--- src/sv/sql_injection_signature_scan_unit_macros.svh ---
// ----------------------------------------------------------------------------
// sql injection signature scan unit - assertion macros
// clocked assertion helpers, empty when SYNTH is defined
// ----------------------------------------------------------------------------
`ifndef SQL_INJECTION_SIGNATURE_SCAN_UNIT_MACROS_SVH
`define SQL_INJECTION_SIGNATURE_SCAN_UNIT_MACROS_SVH

// same-cycle implication, sampled on clk, off during reset
`ifndef SYNTH
`define SQLSS_ASSERT_NOW(name, pre, post, msg) \
    name: assert property (@(posedge clk) disable iff (!rst_n) (pre) |-> (post)) \
        else $error(msg);
`else
`define SQLSS_ASSERT_NOW(name, pre, post, msg)
`endif

// next-cycle implication, sampled on clk, off during reset
`ifndef SYNTH
`define SQLSS_ASSERT_NEXT(name, pre, post, msg) \
    name: assert property (@(posedge clk) disable iff (!rst_n) (pre) |=> (post)) \
        else $error(msg);
`else
`define SQLSS_ASSERT_NEXT(name, pre, post, msg)
`endif

`endif

--- src/sv/sqlss_pkg.sv ---
// ----------------------------------------------------------------------------
// sqlss_pkg
// beat types, register indexes and reset values of the signature scan unit
// ----------------------------------------------------------------------------
package sqlss_pkg;

    localparam int PATTERN_COUNT = 7;
    localparam int CFG_INDEX_W   = 2;
    localparam int CFG_DATA_W    = 7;

    // register indexes
    localparam logic [CFG_INDEX_W-1:0] CFG_PATTERN_ENABLE = 2'd0;
    localparam logic [CFG_INDEX_W-1:0] CFG_REQUIRE_METHOD = 2'd1;

    localparam logic [PATTERN_COUNT-1:0] PATTERN_ENABLE_RESET = 7'h7f;
    localparam logic                     REQUIRE_METHOD_RESET = 1'b1;

    // signature bit positions
    localparam int SIG_UNION    = 0;
    localparam int SIG_STACKED  = 1;
    localparam int SIG_COMMENT  = 2;
    localparam int SIG_EQUALS   = 3;
    localparam int SIG_ORDER_BY = 4;
    localparam int SIG_WAITFOR  = 5;
    localparam int SIG_ASCII    = 6;

    typedef struct packed {
        logic [7:0] line_byte;
        logic       line_end;
    } item_t;

    typedef struct packed {
        logic union_found;
        logic stacked_found;
        logic comment_found;
        logic equals_found;
        logic order_by_found;
        logic waitfor_found;
        logic ascii_found;
        logic method_found;
        logic alarm;
    } result_t;

endpackage

--- src/sv/sql_injection_signature_scan_unit.sv ---
// ----------------------------------------------------------------------------
// sql_injection_signature_scan_unit
// scans log lines one byte per beat for seven sql injection signatures
// ----------------------------------------------------------------------------
// timing: an accepted byte is scanned from the single registered scan stage;
//   a line's result beat is valid right after the edge that scans its last byte
// throughput: one byte per cycle unless a last byte waits on a full result
// reset: rst_n asynchronous active low; clears beat valids and all line state,
//   pattern_enable to 7'h7f and require_method to 1
// ----------------------------------------------------------------------------
`include "sql_injection_signature_scan_unit_macros.svh"

module sql_injection_signature_scan_unit
    import sqlss_pkg::*;
(
    input  logic                   clk,
    input  logic                   rst_n,
    // byte beats
    input  logic                   item_valid,
    output logic                   item_ready,
    input  item_t                  item,
    // per-line result beats
    output logic                   result_valid,
    input  logic                   result_ready,
    output result_t                result,
    // configuration writes
    input  logic                   cfg_write,
    input  logic [CFG_INDEX_W-1:0] cfg_index,
    input  logic [CFG_DATA_W-1:0]  cfg_data
);

    localparam logic [7:0] CH_NUL     = 8'h00;
    localparam logic [7:0] CH_NEWLINE = 8'h0a;
    localparam logic [7:0] CH_QUOTE   = 8'h27;

    // fold a letter to lower case, other bytes fold onto a partner value only
    function automatic logic [7:0] fold(input logic [7:0] b);
        return b | 8'h20;
    endfunction

    // configuration
    logic [PATTERN_COUNT-1:0] pattern_enable_reg;
    logic                     require_method_reg;

    // input stage
    logic  stage_valid_reg, stage_valid_next;
    item_t stage_reg;

    // line state
    logic [55:0]              recent_reg, recent_next;
    logic                     opener_reg, opener_next;
    logic [1:0]               order_gap_reg, order_gap_next;
    logic [1:0]               waitfor_gap_reg, waitfor_gap_next;
    logic [PATTERN_COUNT-1:0] hit_reg, hit_next;
    logic                     method_reg, method_next;
    logic                     stopped_reg, stopped_next;

    // result stage
    logic    result_valid_reg, result_valid_next;
    result_t result_reg, result_next;

    logic                     advance;
    logic                     take;
    logic [7:0]               win [8];
    logic [PATTERN_COUNT-1:0] hit_now;
    logic                     sep_now, order_end, waitfor_end, armed, method_now;
    logic [PATTERN_COUNT-1:0] flags_line;
    logic                     method_line;

    // --------------------------------------------------------------------
    // handshake: the stage moves on unless a last byte finds the result
    // register full and not being drained
    // --------------------------------------------------------------------
    assign advance    = stage_valid_reg &&
                        (!stage_reg.line_end || !result_valid_reg || result_ready);
    assign item_ready = !stage_valid_reg || advance;

    assign result_valid = result_valid_reg;
    assign result       = result_reg;

    // a zero byte and everything after it are ignored until line end
    assign take = !stopped_reg && (stage_reg.line_byte != CH_NUL);

    // byte window: win[0] is the byte being scanned, win[k] k bytes older
    always_comb
    begin
        win[0] = stage_reg.line_byte;
        for (int k = 1; k < 8; k++)
        begin
            win[k] = recent_reg[8*(k-1) +: 8];
        end
    end

    // --------------------------------------------------------------------
    // signature compares on the window
    // --------------------------------------------------------------------
    always_comb
    begin
        sep_now     = ({win[2], win[1], win[0]} == "%27") ||
                      ({win[2], win[1], win[0]} == "%20");
        order_end   = {fold(win[4]), fold(win[3]), fold(win[2]), fold(win[1]),
                       fold(win[0])} == "order";
        waitfor_end = {fold(win[6]), fold(win[5]), fold(win[4]), fold(win[3]),
                       fold(win[2]), fold(win[1]), fold(win[0])} == "waitfor";
        // separator only re-arms when it directly follows the previous end
        armed       = order_end || (sep_now && order_gap_reg == 2'd2);
        method_now  = ({win[2], win[1], win[0]} == "GET") ||
                      ({win[3], win[2], win[1], win[0]} == "POST");

        hit_now = '0;
        hit_now[SIG_UNION] = {fold(win[4]), fold(win[3]), fold(win[2]), fold(win[1]),
                              fold(win[0])} == "union";
        hit_now[SIG_STACKED] = (win[0] == ";") ||
                               ({win[2], win[1], win[0]} == "%3B");
        hit_now[SIG_COMMENT] = (win[0] == "#") ||
                               ({win[2], win[1], win[0]} == "%23") ||
                               ({win[5], win[4], win[3], win[2], win[1], win[0]}
                                    == "%2D%2D") ||
                               ({win[1], win[0]} == "--") ||
                               ({win[5], win[4], win[3], win[2], win[1], win[0]}
                                    == "%2F%2A") ||
                               ({win[1], win[0]} == "/*");
        hit_now[SIG_EQUALS] = opener_reg &&
                              ((win[0] == "=") || ({win[2], win[1], win[0]} == "%3D"));
        // "by" right after a separator that ended on the byte before "b"
        hit_now[SIG_ORDER_BY] = (fold(win[0]) == "y") && (fold(win[1]) == "b") &&
                                (order_gap_reg == 2'd1) &&
                                ((win[2] == "0") || (win[2] == "7"));
        hit_now[SIG_WAITFOR] = sep_now && (waitfor_gap_reg == 2'd2);
        hit_now[SIG_ASCII] = {fold(win[4]), fold(win[3]), fold(win[2]), fold(win[1]),
                              fold(win[0])} == "ascii";
    end

    // flags of the line including the byte in the stage
    assign flags_line  = take ? (hit_reg | hit_now) : hit_reg;
    assign method_line = take ? (method_reg | method_now) : method_reg;

    // --------------------------------------------------------------------
    // line state update
    // --------------------------------------------------------------------
    always_comb
    begin
        recent_next      = recent_reg;
        opener_next      = opener_reg;
        order_gap_next   = order_gap_reg;
        waitfor_gap_next = waitfor_gap_reg;
        hit_next         = hit_reg;
        method_next      = method_reg;
        stopped_next     = stopped_reg;

        if (advance)
        begin
            if (!stopped_reg && stage_reg.line_byte == CH_NUL)
            begin
                stopped_next = 1'b1;
            end

            if (take)
            begin
                recent_next = {recent_reg[47:0], stage_reg.line_byte};
                hit_next    = flags_line;
                method_next = method_line;

                if (armed)
                    order_gap_next = 2'd0;
                else if (order_gap_reg != 2'd3)
                    order_gap_next = order_gap_reg + 2'd1;

                if (waitfor_end)
                    waitfor_gap_next = 2'd0;
                else if (waitfor_gap_reg != 2'd3)
                    waitfor_gap_next = waitfor_gap_reg + 2'd1;

                // newline cancels an opener, a quote or separator sets it
                if (stage_reg.line_byte == CH_NEWLINE)
                    opener_next = 1'b0;
                else if (stage_reg.line_byte == CH_QUOTE || sep_now)
                    opener_next = 1'b1;
            end

            // last byte: start the next line from scratch
            if (stage_reg.line_end)
            begin
                recent_next      = '0;
                opener_next      = 1'b0;
                order_gap_next   = 2'd3;
                waitfor_gap_next = 2'd3;
                hit_next         = '0;
                method_next      = 1'b0;
                stopped_next     = 1'b0;
            end
        end
    end

    // --------------------------------------------------------------------
    // result register
    // --------------------------------------------------------------------
    always_comb
    begin
        result_next.union_found    = flags_line[SIG_UNION];
        result_next.stacked_found  = flags_line[SIG_STACKED];
        result_next.comment_found  = flags_line[SIG_COMMENT];
        result_next.equals_found   = flags_line[SIG_EQUALS];
        result_next.order_by_found = flags_line[SIG_ORDER_BY];
        result_next.waitfor_found  = flags_line[SIG_WAITFOR];
        result_next.ascii_found    = flags_line[SIG_ASCII];
        result_next.method_found   = method_line;
        // enables only gate the alarm, never the flags
        result_next.alarm          = (|(flags_line & pattern_enable_reg)) &&
                                     (!require_method_reg || method_line);

        if (advance && stage_reg.line_end)
            result_valid_next = 1'b1;
        else if (result_ready)
            result_valid_next = 1'b0;
        else
            result_valid_next = result_valid_reg;
    end

    assign stage_valid_next = item_ready ? item_valid : stage_valid_reg;

    // control registers
    always_ff @(posedge clk or negedge rst_n)
    begin
        if (!rst_n)
        begin
            pattern_enable_reg <= PATTERN_ENABLE_RESET;
            require_method_reg <= REQUIRE_METHOD_RESET;
            stage_valid_reg    <= 1'b0;
            result_valid_reg   <= 1'b0;
            recent_reg         <= '0;
            opener_reg         <= 1'b0;
            order_gap_reg      <= 2'd3;
            waitfor_gap_reg    <= 2'd3;
            hit_reg            <= '0;
            method_reg         <= 1'b0;
            stopped_reg        <= 1'b0;
        end
        else
        begin
            if (cfg_write)
            begin
                case (cfg_index)
                    CFG_PATTERN_ENABLE: pattern_enable_reg <= cfg_data[PATTERN_COUNT-1:0];
                    CFG_REQUIRE_METHOD: require_method_reg <= cfg_data[0];
                    default:            ;
                endcase
            end
            stage_valid_reg  <= stage_valid_next;
            result_valid_reg <= result_valid_next;
            recent_reg       <= recent_next;
            opener_reg       <= opener_next;
            order_gap_reg    <= order_gap_next;
            waitfor_gap_reg  <= waitfor_gap_next;
            hit_reg          <= hit_next;
            method_reg       <= method_next;
            stopped_reg      <= stopped_next;
        end
    end

    // payload registers
    always_ff @(posedge clk)
    begin
        if (item_valid && item_ready)
            stage_reg <= item;
        if (advance && stage_reg.line_end)
            result_reg <= result_next;
    end

    // --------------------------------------------------------------------
    // assertions
    // --------------------------------------------------------------------
    `SQLSS_ASSERT_NEXT(a_line_end_gives_result, advance && stage_reg.line_end,
        result_valid_reg, "scanned last byte gave no result beat")
    `SQLSS_ASSERT_NEXT(a_line_state_cleared, advance && stage_reg.line_end,
        hit_reg == '0 && !method_reg && !stopped_reg && !opener_reg,
        "line state not cleared after line end")
    `SQLSS_ASSERT_NOW(a_alarm_needs_flag, result_valid_reg && result_reg.alarm,
        result_reg.union_found || result_reg.stacked_found || result_reg.comment_found ||
        result_reg.equals_found || result_reg.order_by_found ||
        result_reg.waitfor_found || result_reg.ascii_found,
        "alarm without any signature flag")
    `SQLSS_ASSERT_NEXT(a_stalled_stage_kept, stage_valid_reg && !advance,
        stage_valid_reg && $stable(stage_reg), "stalled byte lost from stage")

endmodule

--- config.mk ---
export PLATFORM = sky130hd
export DESIGN_NAME = sql_injection_signature_scan_unit
export DESIGN_NICKNAME = d
export VERILOG_FILES = /design/src/sv/sqlss_pkg.sv /design/src/sv/sql_injection_signature_scan_unit.sv
export VERILOG_INCLUDE_DIRS = /design/src /design/src/sv
export SDC_FILE = /design/constraint.sdc
export NUM_CORES = 1
export LEC_CHECK = 0
export ABC_AREA = 1
export BUFFER_PORTS_ARGS = -buffer_cell sky130_fd_sc_hd__buf_2
export CAP_MARGIN = 5
export CORE_MARGIN = 3
export CORE_UTILIZATION = 29
export DETAILED_ROUTE_END_ITERATION = 8
export PLACE_DENSITY = 0.49
export SYNTH_ARGS = -nofsm -noshare
export SYNTH_HDL_FRONTEND = slang
export SYNTH_SLANG_ARGS = --single-unit
--- constraint.sdc ---
create_clock -name clk -period 2.6 [get_ports clk]
set_clock_uncertainty 0.15 [all_clocks]
set_input_delay 0.52 -clock clk [delete_from_list [all_inputs] [get_ports clk]]
set_output_delay 0.52 -clock clk [all_outputs]
set_load 0.05 [all_outputs]
==> results of run 1 <==
-- kinds of logic (layout without fill, tap and decap cells) --
kind of cell             count (synthesis)  after routing  synth area share
AND/OR/NAND/NOR                        260            260            0.2498
multiplexers                             6              6           0.01547
adder cells (fa/ha/maj)                  5              5           0.01432
buffers and inverters                   95            141           0.08622
flip-flops                              89             89            0.5339
AO/OA/AOI/OAI                           72             72            0.1003
-- synth_stat cells --
cell type	n	share of area
nor2_4	1	0.0026
nand2_2	2	0.0029
ha_1	5	0.014
inv_1	82	0.070
o22ai_1	42	0.060
nand3b_1	3	0.0052
o31ai_4	1	0.0049
nor2_1	72	0.062
clkbuf_1	3	0.0026
edfxtp_1	18	0.12
nand2_1	130	0.11
o31ai_1	1	0.0017
nor2_2	2	0.0029
mux2_2	6	0.015
nand4_1	11	0.016
nor3_1	8	0.0092
nand3_1	23	0.026
a211oi_1	1	0.0017
nor4_1	7	0.010
a21oi_1	7	0.0080
o21ai_0	19	0.022
buf_2	4	0.0046
and3_1	1	0.0014
dfrtp_1	59	0.34
buf_6	2	0.0052
inv_2	4	0.0034
o21ai_2	1	0.0020
dfstp_2	12	0.072
-- cell usage in the layout (no fill, tap or decap), types with 2 or more instances in the layout --
master,instances
nor3_1,8
edfxtp_1,18
nor2_2,2
buf_4,3
inv_1,82
nand3b_1,3
buf_2,33
buf_12,2
nand2_1,130
dfstp_2,12
inv_2,4
nor4_1,7
a21oi_1,7
nand3_1,23
clkinv_2,3
dfrtp_1,59
nand4_1,11
o22ai_1,42
clkbuf_16,9
nand2_2,2
nor2_1,72
mux2_2,6
ha_1,5
o21ai_0,19
-- final cells by class --
| type | instances | area, um2 | area share |
|---|---|---|---|
| sequential | 89 | 2332 | 0.4593 |
| timing repair buffer | 39 | 237.7 | 0.04682 |
| inverter | 86 | 322.8 | 0.06358 |
| clock inverter | 7 | 70.07 | 0.01380 |
| multi-input combinational | 343 | 1659 | 0.3268 |
| clock buffer | 9 | 225.2 | 0.04436 |
| tap | 184 | 230.2 | 0.04534 |
-- per-stage QoR --
| step | utilization | instances |
|---|---|---|
| finish | 0.3467 | 757 |
| global route | 0.3467 | 757 |
| CTS | 0.3467 | 757 |
| detailed placement | 0.3259 | 740 |
| global placement | 0.3259 | 740 |
| floorplan | - | 527 |
-- power groups by stage --
stage | logic, W | registers (W) | clock network [W]
floorplan | 0.000319 | 0.00169 | 0
global placement | 0.000492 | 0.00169 | 0
detailed placement | 0.000497 | 0.00169 | 0
CTS | 0.000501 | 0.00166 | 0.00133
global route | 0.000571 | 0.00168 | 0.00140
finish | 0.000495 | 0.00166 | 0.00129
-- critical path, delay by kind of cell (launching register included) --
family / cells / cell delay (ns)
flip-flops: 1 / 0.46
AND/OR/NAND/NOR: 5 / 0.61
AO/OA/AOI/OAI: 2 / 0.35
buffers and inverters: 3 / 0.52
-- metal layers --
layer / vias to the layer above / global-route usage
met5: - / 0
met4: 0 / 0.05930
met3: 12 / 0.02408
met2: 45 / 0.2229
met1: 1711 / 0.2109
li1: 1799 / -
-- worst min path at each step --
stage                    from              to  slack, ns  depth (start not counted)
3_3_place_gp   recent_reg[44]  recent_reg[44]       0.32                          2
5_1_grt               item[1]    stage_reg[1]       0.20                          1
2_1_floorplan           rst_n      hit_reg[0]       0.07                          0
3_5_place_dp   recent_reg[46]  recent_reg[46]       0.32                          2
4_1_cts               item[6]    stage_reg[6]       0.19                          1
6_report              item[6]    stage_reg[6]       0.21                          1
==> results by group, run 1 <==
Setup path
  • Worst setup path startpoint: stage_reg[4]
  • R2R depth: 10
  • Critical path class: reg -> reg
  • Worst setup path endpoint: recent_reg[46]
  • Slowest stage delay, CP: around 0.46 ns
  • Crit-path cells: nor2_2 -> nand2_1 -> o21ai_2 -> nor2_2 -> inv_2 -> nand2_2 -> buf_4 -> inv_1 -> nand2_1 -> o21ai_0
  • R2R Path End: recent_reg[46]
  • R2R Path Start: stage_reg[4]
  • R2R setup slack: roughly 0.41 ns
  • CP startpoint kind: flip-flop
  • WP data arrival: approximately 2.3 ns
  • Worst Path Max Fanout: 26
  • Max stage delay cell, worst path: edfxtp_1
  • CP Capture Type: flip-flop
  • Critical Path RT: approximately 2.7 ns

CTS
  • Clock sink total: 89
  • CTS clk-pin slew, worst paths: 0.06 ns
  • Setup bufs post-CTS: 0
  • Worst skew pair latency: roughly 0.34 ns
  • CTS max path bufs: 2
  • TritonCTS clock tree: done
  • H-tree lvl count: 3
  • Cts hold-fix bufs: 1
  • Inserted Clock Buffers: 9
  • Post-CTS sizing: 0
  • Root Driver: clkbuf_16

Place
  • Buffers on Ports: 33
  • DP Worst Slack: just over 0.4 ns
  • DP Area: ~4800 um2
  • HPWL Detailed: approximately 8900 um
  • GP Congestion: between 0.9 and 1

Synth
  • Avg Cell Area, Syn: around 8.3 um2
  • Net Count, Synth: approximately 560
  • Post-synthesis cell type count: 28
  • Synth Warn #: 0
  • Sequential share of the synthesized area: 0.5339
  • Number of synthesized register bits: between 80 and 90
  • Synthesized area: 4368 um2
  • Post-Syn Instances: about 530

GRT
  • Global-route usage over all layers: 0.1475
  • Global-route wire length before repair: roughly 19,000 um
  • Initial antenna violation count: 0
  • Vias in the first global route: about 3,500
  • Total gr overflow: 0
  • Largest net degree at the start of global routing: 47

Finish
  • Fin area: approximately 5100 um2
  • Fill count: approximately 1,500
  • Max reg flops: between 40 and 50
  • Layout cells sized above 1: 0.1449
  • Layout area overhead: 16.24%
  • Antenna cells: 0
  • Nets: around 600

Timing
  • Rel. slew slack: 0.6528
  • Slew Limit Fails: 0
  • Min Hold Slack: 0.2053 ns
  • Hold Vio Cnt, Final: 0
  • Unrepaired setup endpoints after global routing: false
  • Worst Setup Slack, final: around 0.41 ns
  • Measured slew at the worst slew-check pin: about 0.52 ns
  • Period Utilization, post-route: 0.8405
  • TNS Setup: 0 ns
  • Minimum clock period: 2.185 ns
  • Final setup viols: 0
  • Max Freq: ~460 MHz

Die
  • Core area: 14,640 um2
  • Die ar.: approximately 17,000 um2
  • Initial Utilization: 0.2983
  • Rows: 44
  • DIE HEIGHT: about 130 um
  • Top Ports: 34
  • Die W: 128.7 um

Power and ir drop
  • Clock power frac: 0.374
  • Combinational power share: 0.143
  • P_leak: ~2.3 nW
  • Internal: ~0.0025 W
  • Sequential Power Share: 0.483
  • NetSw: 0.0009721 W
  • Total power: 0.003449 W
  • PwrDens: just under 700 nW/um2
  • Sw Share: 0.2818
  • Max VDD drop: roughly 430 uV

Status
  • Status: finished, final reports clean

Route
  • M1 WL: roughly 5700 um
  • Residual DRC: 0
  • ANT nets after route: 0
  • Met2 wire length: approximately 5300 um
  • Via density: ~4.7
  • Initial DRC Count: 210
  • Final wirelength: 11,500 um
  • Via count: 3,567
  • 1st-pass router iterations: 4
  • WL per Instance: ~15 um
  • Max layer used: met4
  • Met3 WL: about 340 um

Worst hold path
  • Hold Path Class: in -> reg

Run
  • Max_cap viols: 0
Note: power is estimated with default switching activity, not from simulation.
==> run 2: changes to the inputs <==
==> constraint.sdc (replaced) <==
create_clock -name clk -period 2.2 [get_ports clk]
set_clock_uncertainty 0.15 [all_clocks]
set_input_delay 0.44 -clock clk [delete_from_list [all_inputs] [get_ports clk]]
set_output_delay 0.44 -clock clk [all_outputs]
set_load 0.05 [all_outputs]
==> results by group, run 2 (synthesis gave the netlist of run 1 again) <==
Finish
  • Layout area overhead: 21.25%
  • Most common cell after layout, fill and taps aside: nand2_1
  • Max reg flops: 47
  • Nets: 615
  • Antenna cells: 0
  • Layout cells sized above 1: 0.1976
  • Most frequent cells in the layout: nand2_1 (126), inv_1 (79), nor2_1 (64), dfrtp_1 (59), o22ai_1 (42)
  • Layout Cells excl Fill: just under 800

Die
  • Die W: 128.7 um
  • Core area: 14,640 um2
  • Rows: between 40 and 50
  • Die ar.: roughly 17,000 um2
  • Top Ports: 34
  • Initial Utilization: 0.2983
  • DIE HEIGHT: 128.7 um

Power and ir drop
  • Max VDD drop: about 430 uV
  • P_leak: between 2 and 2.5 nW
  • PwrDens: roughly 800 nW/um2

CTS
  • H-tree lvl count: 3
  • CTS clk-pin slew, worst paths: approximately 0.060 ns
  • Worst skew pair latency: around 0.35 ns
  • Clock sink total: a little under 90
  • TritonCTS clock tree: done
  • Inserted Clock Buffers: 9
  • Root Driver: clkbuf_16
  • CTS max path bufs: 2

Setup path
  • Critical Path RT: 2.34 ns
  • R2R Path Start: stage_reg[8]
  • WP data arrival: between 2 and 2.5 ns
  • CP startpoint kind: flip-flop
  • Worst Path Max Fanout: 5
  • CP Capture Type: flip-flop
  • Critical path class: reg -> reg
  • Worst setup path startpoint: stage_reg[8]

Status
  • Status: finished, final reports clean

Timing
  • Hold Vio Cnt, Final: 0
  • Unrepaired setup endpoints after global routing: true
  • Rel. slew slack: 0.6731
  • Worst Setup Slack, final: 0.1187 ns
  • Final setup viols: 0
  • Minimum clock period: between 2 and 2.5 ns
  • Period Utilization, post-route: 0.9461
  • Slew Limit Fails: 0
  • Measured slew at the worst slew-check pin: 0.4898 ns
  • Max Freq: about 480 MHz

GRT
  • Global-route usage over all layers: 0.1531
  • Vias in the first global route: around 3,700
  • Largest net degree at the start of global routing: between 70 and 80
  • Total gr overflow: 0
  • Initial antenna violation count: 0
  • Global-route wire length before repair: about 20,000 um

Route
  • WL per Instance: approximately 15 um
  • Via density: 4.798
  • Initial DRC Count: 280
  • Residual DRC: 0
  • ANT nets after route: 0
  • Final wirelength: 11,980 um
  • 1st-pass router iterations: 5
  • Via count: around 3,700

Worst hold path
  • Hold_sp: item[6]
  • Hold Path Class: in -> reg

Place
  • GP Congestion: 0.9022
  • Buffers on Ports: 33
  • HPWL Detailed: between 8000 and 9000 um
  • Dpl cells: 750
  • DP Worst Slack: 0.1037 ns

Run
  • Max_cap viols: 0
run 2: critical path, stage by stage, from the launching register on:
cell      delay [ns]
edfxtp_1        0.48
buf_6           0.17
inv_4           0.05
nand2_2         0.05
nor2_2          0.11
nand4_1         0.15
nor4_1          0.26
nand3_1         0.22
nand2_1         0.14
nand2_2         0.07
inv_2           0.07
nand2_1         0.05
nand2_1         0.06
run 2: path summary, 6_finish.rpt:
path | slack, ns | endpoint | cells after the start
setup / recovery | 0.12 | waitfor_gap_reg[1] | 12
hold / removal | 0.11 | stage_reg[6] | 1
setup reg to reg | 0.12 | waitfor_gap_reg[1] | 12
hold reg to reg | 0.33 | waitfor_gap_reg[1] | 2
max in group asynchronous | 1.08 | recent_reg[22] | 3
min in group asynchronous | 0.49 | hit_reg[5] | 3
run 2: layout make-up:
class,count,area [um2]
timing repair buffer,58,387.9
clock buffer,10,239.0
fill,1553,9348
sequential,89,2332
multi-input combinational,343,1702
clock inverter,6,80.08
tap,184,230.2
inverter,86,325.3
run 2: routing by layer:
metal  up-vias  GRT usage  routed length [um]
li1       1837          -                   -
met1      1761     0.2209                5915
met2       101     0.2247                5249
met3        24    0.02449                 462
met4         0    0.07165                 351
met5         -          0                   0
run 2: report_power, final:
part / switching (W) / internal [W] / leakage [nW]
sequential: 0.000107 / 0.00186 / 1.11
clock: 0.000641 / 0.00102 / 0.160
combinational: 0.000416 / 0.000223 / 1.11
run 2: what timing repair did:
action                                  CTS  global route
buffers inserted                          0             9
hold buffers                              1             0
endpoints found under the setup margin    0            11
hold endpoints to repair                 59             0
gates resized for setup                   0            20
run 2: through the flow:
stage,utilization,instance area [um2],total power (W),hold WS [ns],TNS [ns]
global route,0.3617,5296,0.004496,0.1070,-0.09663
detailed placement,0.3310,4847,0.002611,0.3250,0
finish,0.3617,5296,0.004262,0.1148,0
floorplan,-,4368,0.002374,-0.005591,0
global placement,0.3310,4847,0.002592,0.3201,0
CTS,0.3535,5176,0.004286,0.1015,0
==> run 3: changes to the inputs <==
==> constraint.sdc (replaced) <==
create_clock -name clk -period 2.1 [get_ports clk]
set_clock_uncertainty 0.15 [all_clocks]
set_input_delay 0.42 -clock clk [delete_from_list [all_inputs] [get_ports clk]]
set_output_delay 0.42 -clock clk [all_outputs]
set_load 0.05 [all_outputs]
==> results by group, run 3 (synthesis gave the netlist of run 1 again) <==
Timing
  • Hold Vio Cnt, Final: 0
  • Min Hold Slack: 0.09468 ns
  • Measured slew at the worst slew-check pin: 0.5022 ns
  • Final setup viols: 0
  • Period Utilization, post-route: 0.9317
  • Rel. slew slack: 0.6652
  • Unrepaired setup endpoints after global routing: true
  • Max Freq: ~500 MHz
  • Minimum clock period: ~2.0 ns
  • Slew Limit Fails: 0

Setup path
  • Critical path class: reg -> reg
  • Worst Path Max Fanout: 4
  • Critical Path RT: about 2.2 ns
  • Slowest stage delay, CP: around 0.40 ns
  • CP startpoint kind: flip-flop
  • Max stage delay cell, worst path: dfrtp_1
  • WP data arrival: 2.03 ns
  • CP Capture Type: flip-flop
  • Crit-path most repeated cell: nand2_1
  • Crit-path cells: nor2_1 -> nand2_1 -> nor2_1 -> nand2_1 -> nor2_1 -> nand2_1 -> nand2_1 -> nand2_1 -> nand2_1 -> nor2_1 -> nand3_1 -> nand2_1 -> inv_1

CTS
  • Inserted Clock Buffers: 9
  • Clock sink total: just under 90
  • H-tree lvl count: 3
  • TritonCTS clock tree: done
  • Worst skew pair latency: between 0.3 and 0.4 ns
  • CTS max path bufs: 2
  • CTS clk-pin slew, worst paths: 0.06 ns
  • Root Driver: clkbuf_16

Power and ir drop
  • Max VDD drop: around 360 uV
  • PwrDens: slightly above 800 nW/um2
  • P_leak: 2.346 nW

Die
  • DIE HEIGHT: around 130 um
  • Top Ports: 34
  • Die ar.: ~17,000 um2
  • Core area: 14,640 um2
  • Die W: around 130 um
  • Initial Utilization: 0.2983
  • Rows: 44

Route
  • Via count: approximately 3,700
  • Via density: 4.835
  • Residual DRC: 0
  • 1st-pass router iterations: 4
  • ANT nets after route: 0
  • Initial DRC Count: 196
  • WL per Instance: roughly 15 um
  • Final wirelength: between 10,000 and 15,000 um

Status
  • Status: finished, final reports clean

GRT
  • Initial antenna violation count: 0
  • Vias in the first global route: roughly 3,700
  • Total gr overflow: 0
  • Global-route usage over all layers: 0.1502
  • Global-route wire length before repair: ~19,000 um
  • Largest net degree at the start of global routing: 50

Place
  • HPWL Detailed: roughly 9000 um
  • Dpl cells: roughly 750
  • GP Congestion: a little over 0.9
  • DP Area: just under 5000 um2
  • Buffers on Ports: 33

Finish
  • Layout Cells excl Fill: 772
  • Max reg flops: 47
  • Layout cells sized above 1: 0.2041
  • Nets: between 600 and 700
  • Layout area overhead: 21.43%
  • Antenna cells: 0
  • Most common cell after layout, fill and taps aside: nand2_1
  • Fin area: 5304 um2
  • Most frequent cells in the layout: nand2_1 (125), inv_1 (80), nor2_1 (59), dfrtp_1 (59), o22ai_1 (42)
  • Fill count: approximately 1,500

Run
  • Max_cap viols: 0

Worst hold path
  • Hold Path Class: in -> reg
## run 3: layer usage
metal | vias up | GRT usage | share of wire
li1 | 1839 | - | -
met3 | 20 | 0.03694 | 0.039
met2 | 72 | 0.2171 | 0.45
met1 | 1802 | 0.2093 | 0.49
met4 | 0 | 0.07536 | 0.029
met5 | - | 0 | 0
## run 3: cell type report
type | count | area [um2] | share of cell area
Sequential cell | 89 | 2332 | 0.4397
Multi-Input combinational cell | 343 | 1744 | 0.3289
Timing Repair Buffer | 54 | 375.4 | 0.07077
Inverter | 86 | 326.6 | 0.06157
Tap cell | 184 | 230.2 | 0.04341
Clock buffer | 10 | 229.0 | 0.04317
Clock inverter | 6 | 66.31 | 0.01250
## run 3: timing repair
action                                  CTS  global route
gates resized for setup                   0            26
buffers inserted                          0             1
hold buffers                              1             0
endpoints found under the hold margin    16             0
endpoints found under the setup margin    0            49
## run 3: worst paths after layout
check,slack [ns],start,depth (start not counted),end
min reg2reg,0.34,recent_reg[42],2,recent_reg[42]
min in group asynchronous,0.43,rst_n,2,recent_reg[22]
max,0.14,recent_reg[12],13,result[0]
max reg2reg,0.14,recent_reg[12],13,result[0]
max in group asynchronous,0.78,rst_n,3,order_gap_reg[0]
min,0.09,item[3],1,stage_reg[3]
## run 3: report_power, final
part	switching, W	internal, W	leakage (nW)
combinational	0.000433	0.000235	1.10
sequential	0.000111	0.00194	1.11
clock	0.000686	0.000927	0.137
total	0.00123	0.00310	2.35
## run 3: critical path, delay by kind of cell, from the launching register on
family / cells / cell delay (ns)
AND/OR/NAND/NOR: 12 / 1.23
flip-flops: 1 / 0.40
buffers and inverters: 1 / 0.04
## run 3: through the flow
stage	setup slack [ns]	power, W	util	TNS, ns
CTS	0.04131	0.004372	0.3559	0
floorplan	0.1850	0.002488	-	0
finish	0.1435	0.004336	0.3622	0
global placement	0.03452	0.002720	0.3351	0
detailed placement	0.05935	0.002742	0.3351	0
global route	-0.03039	0.004571	0.3622	-0.08058
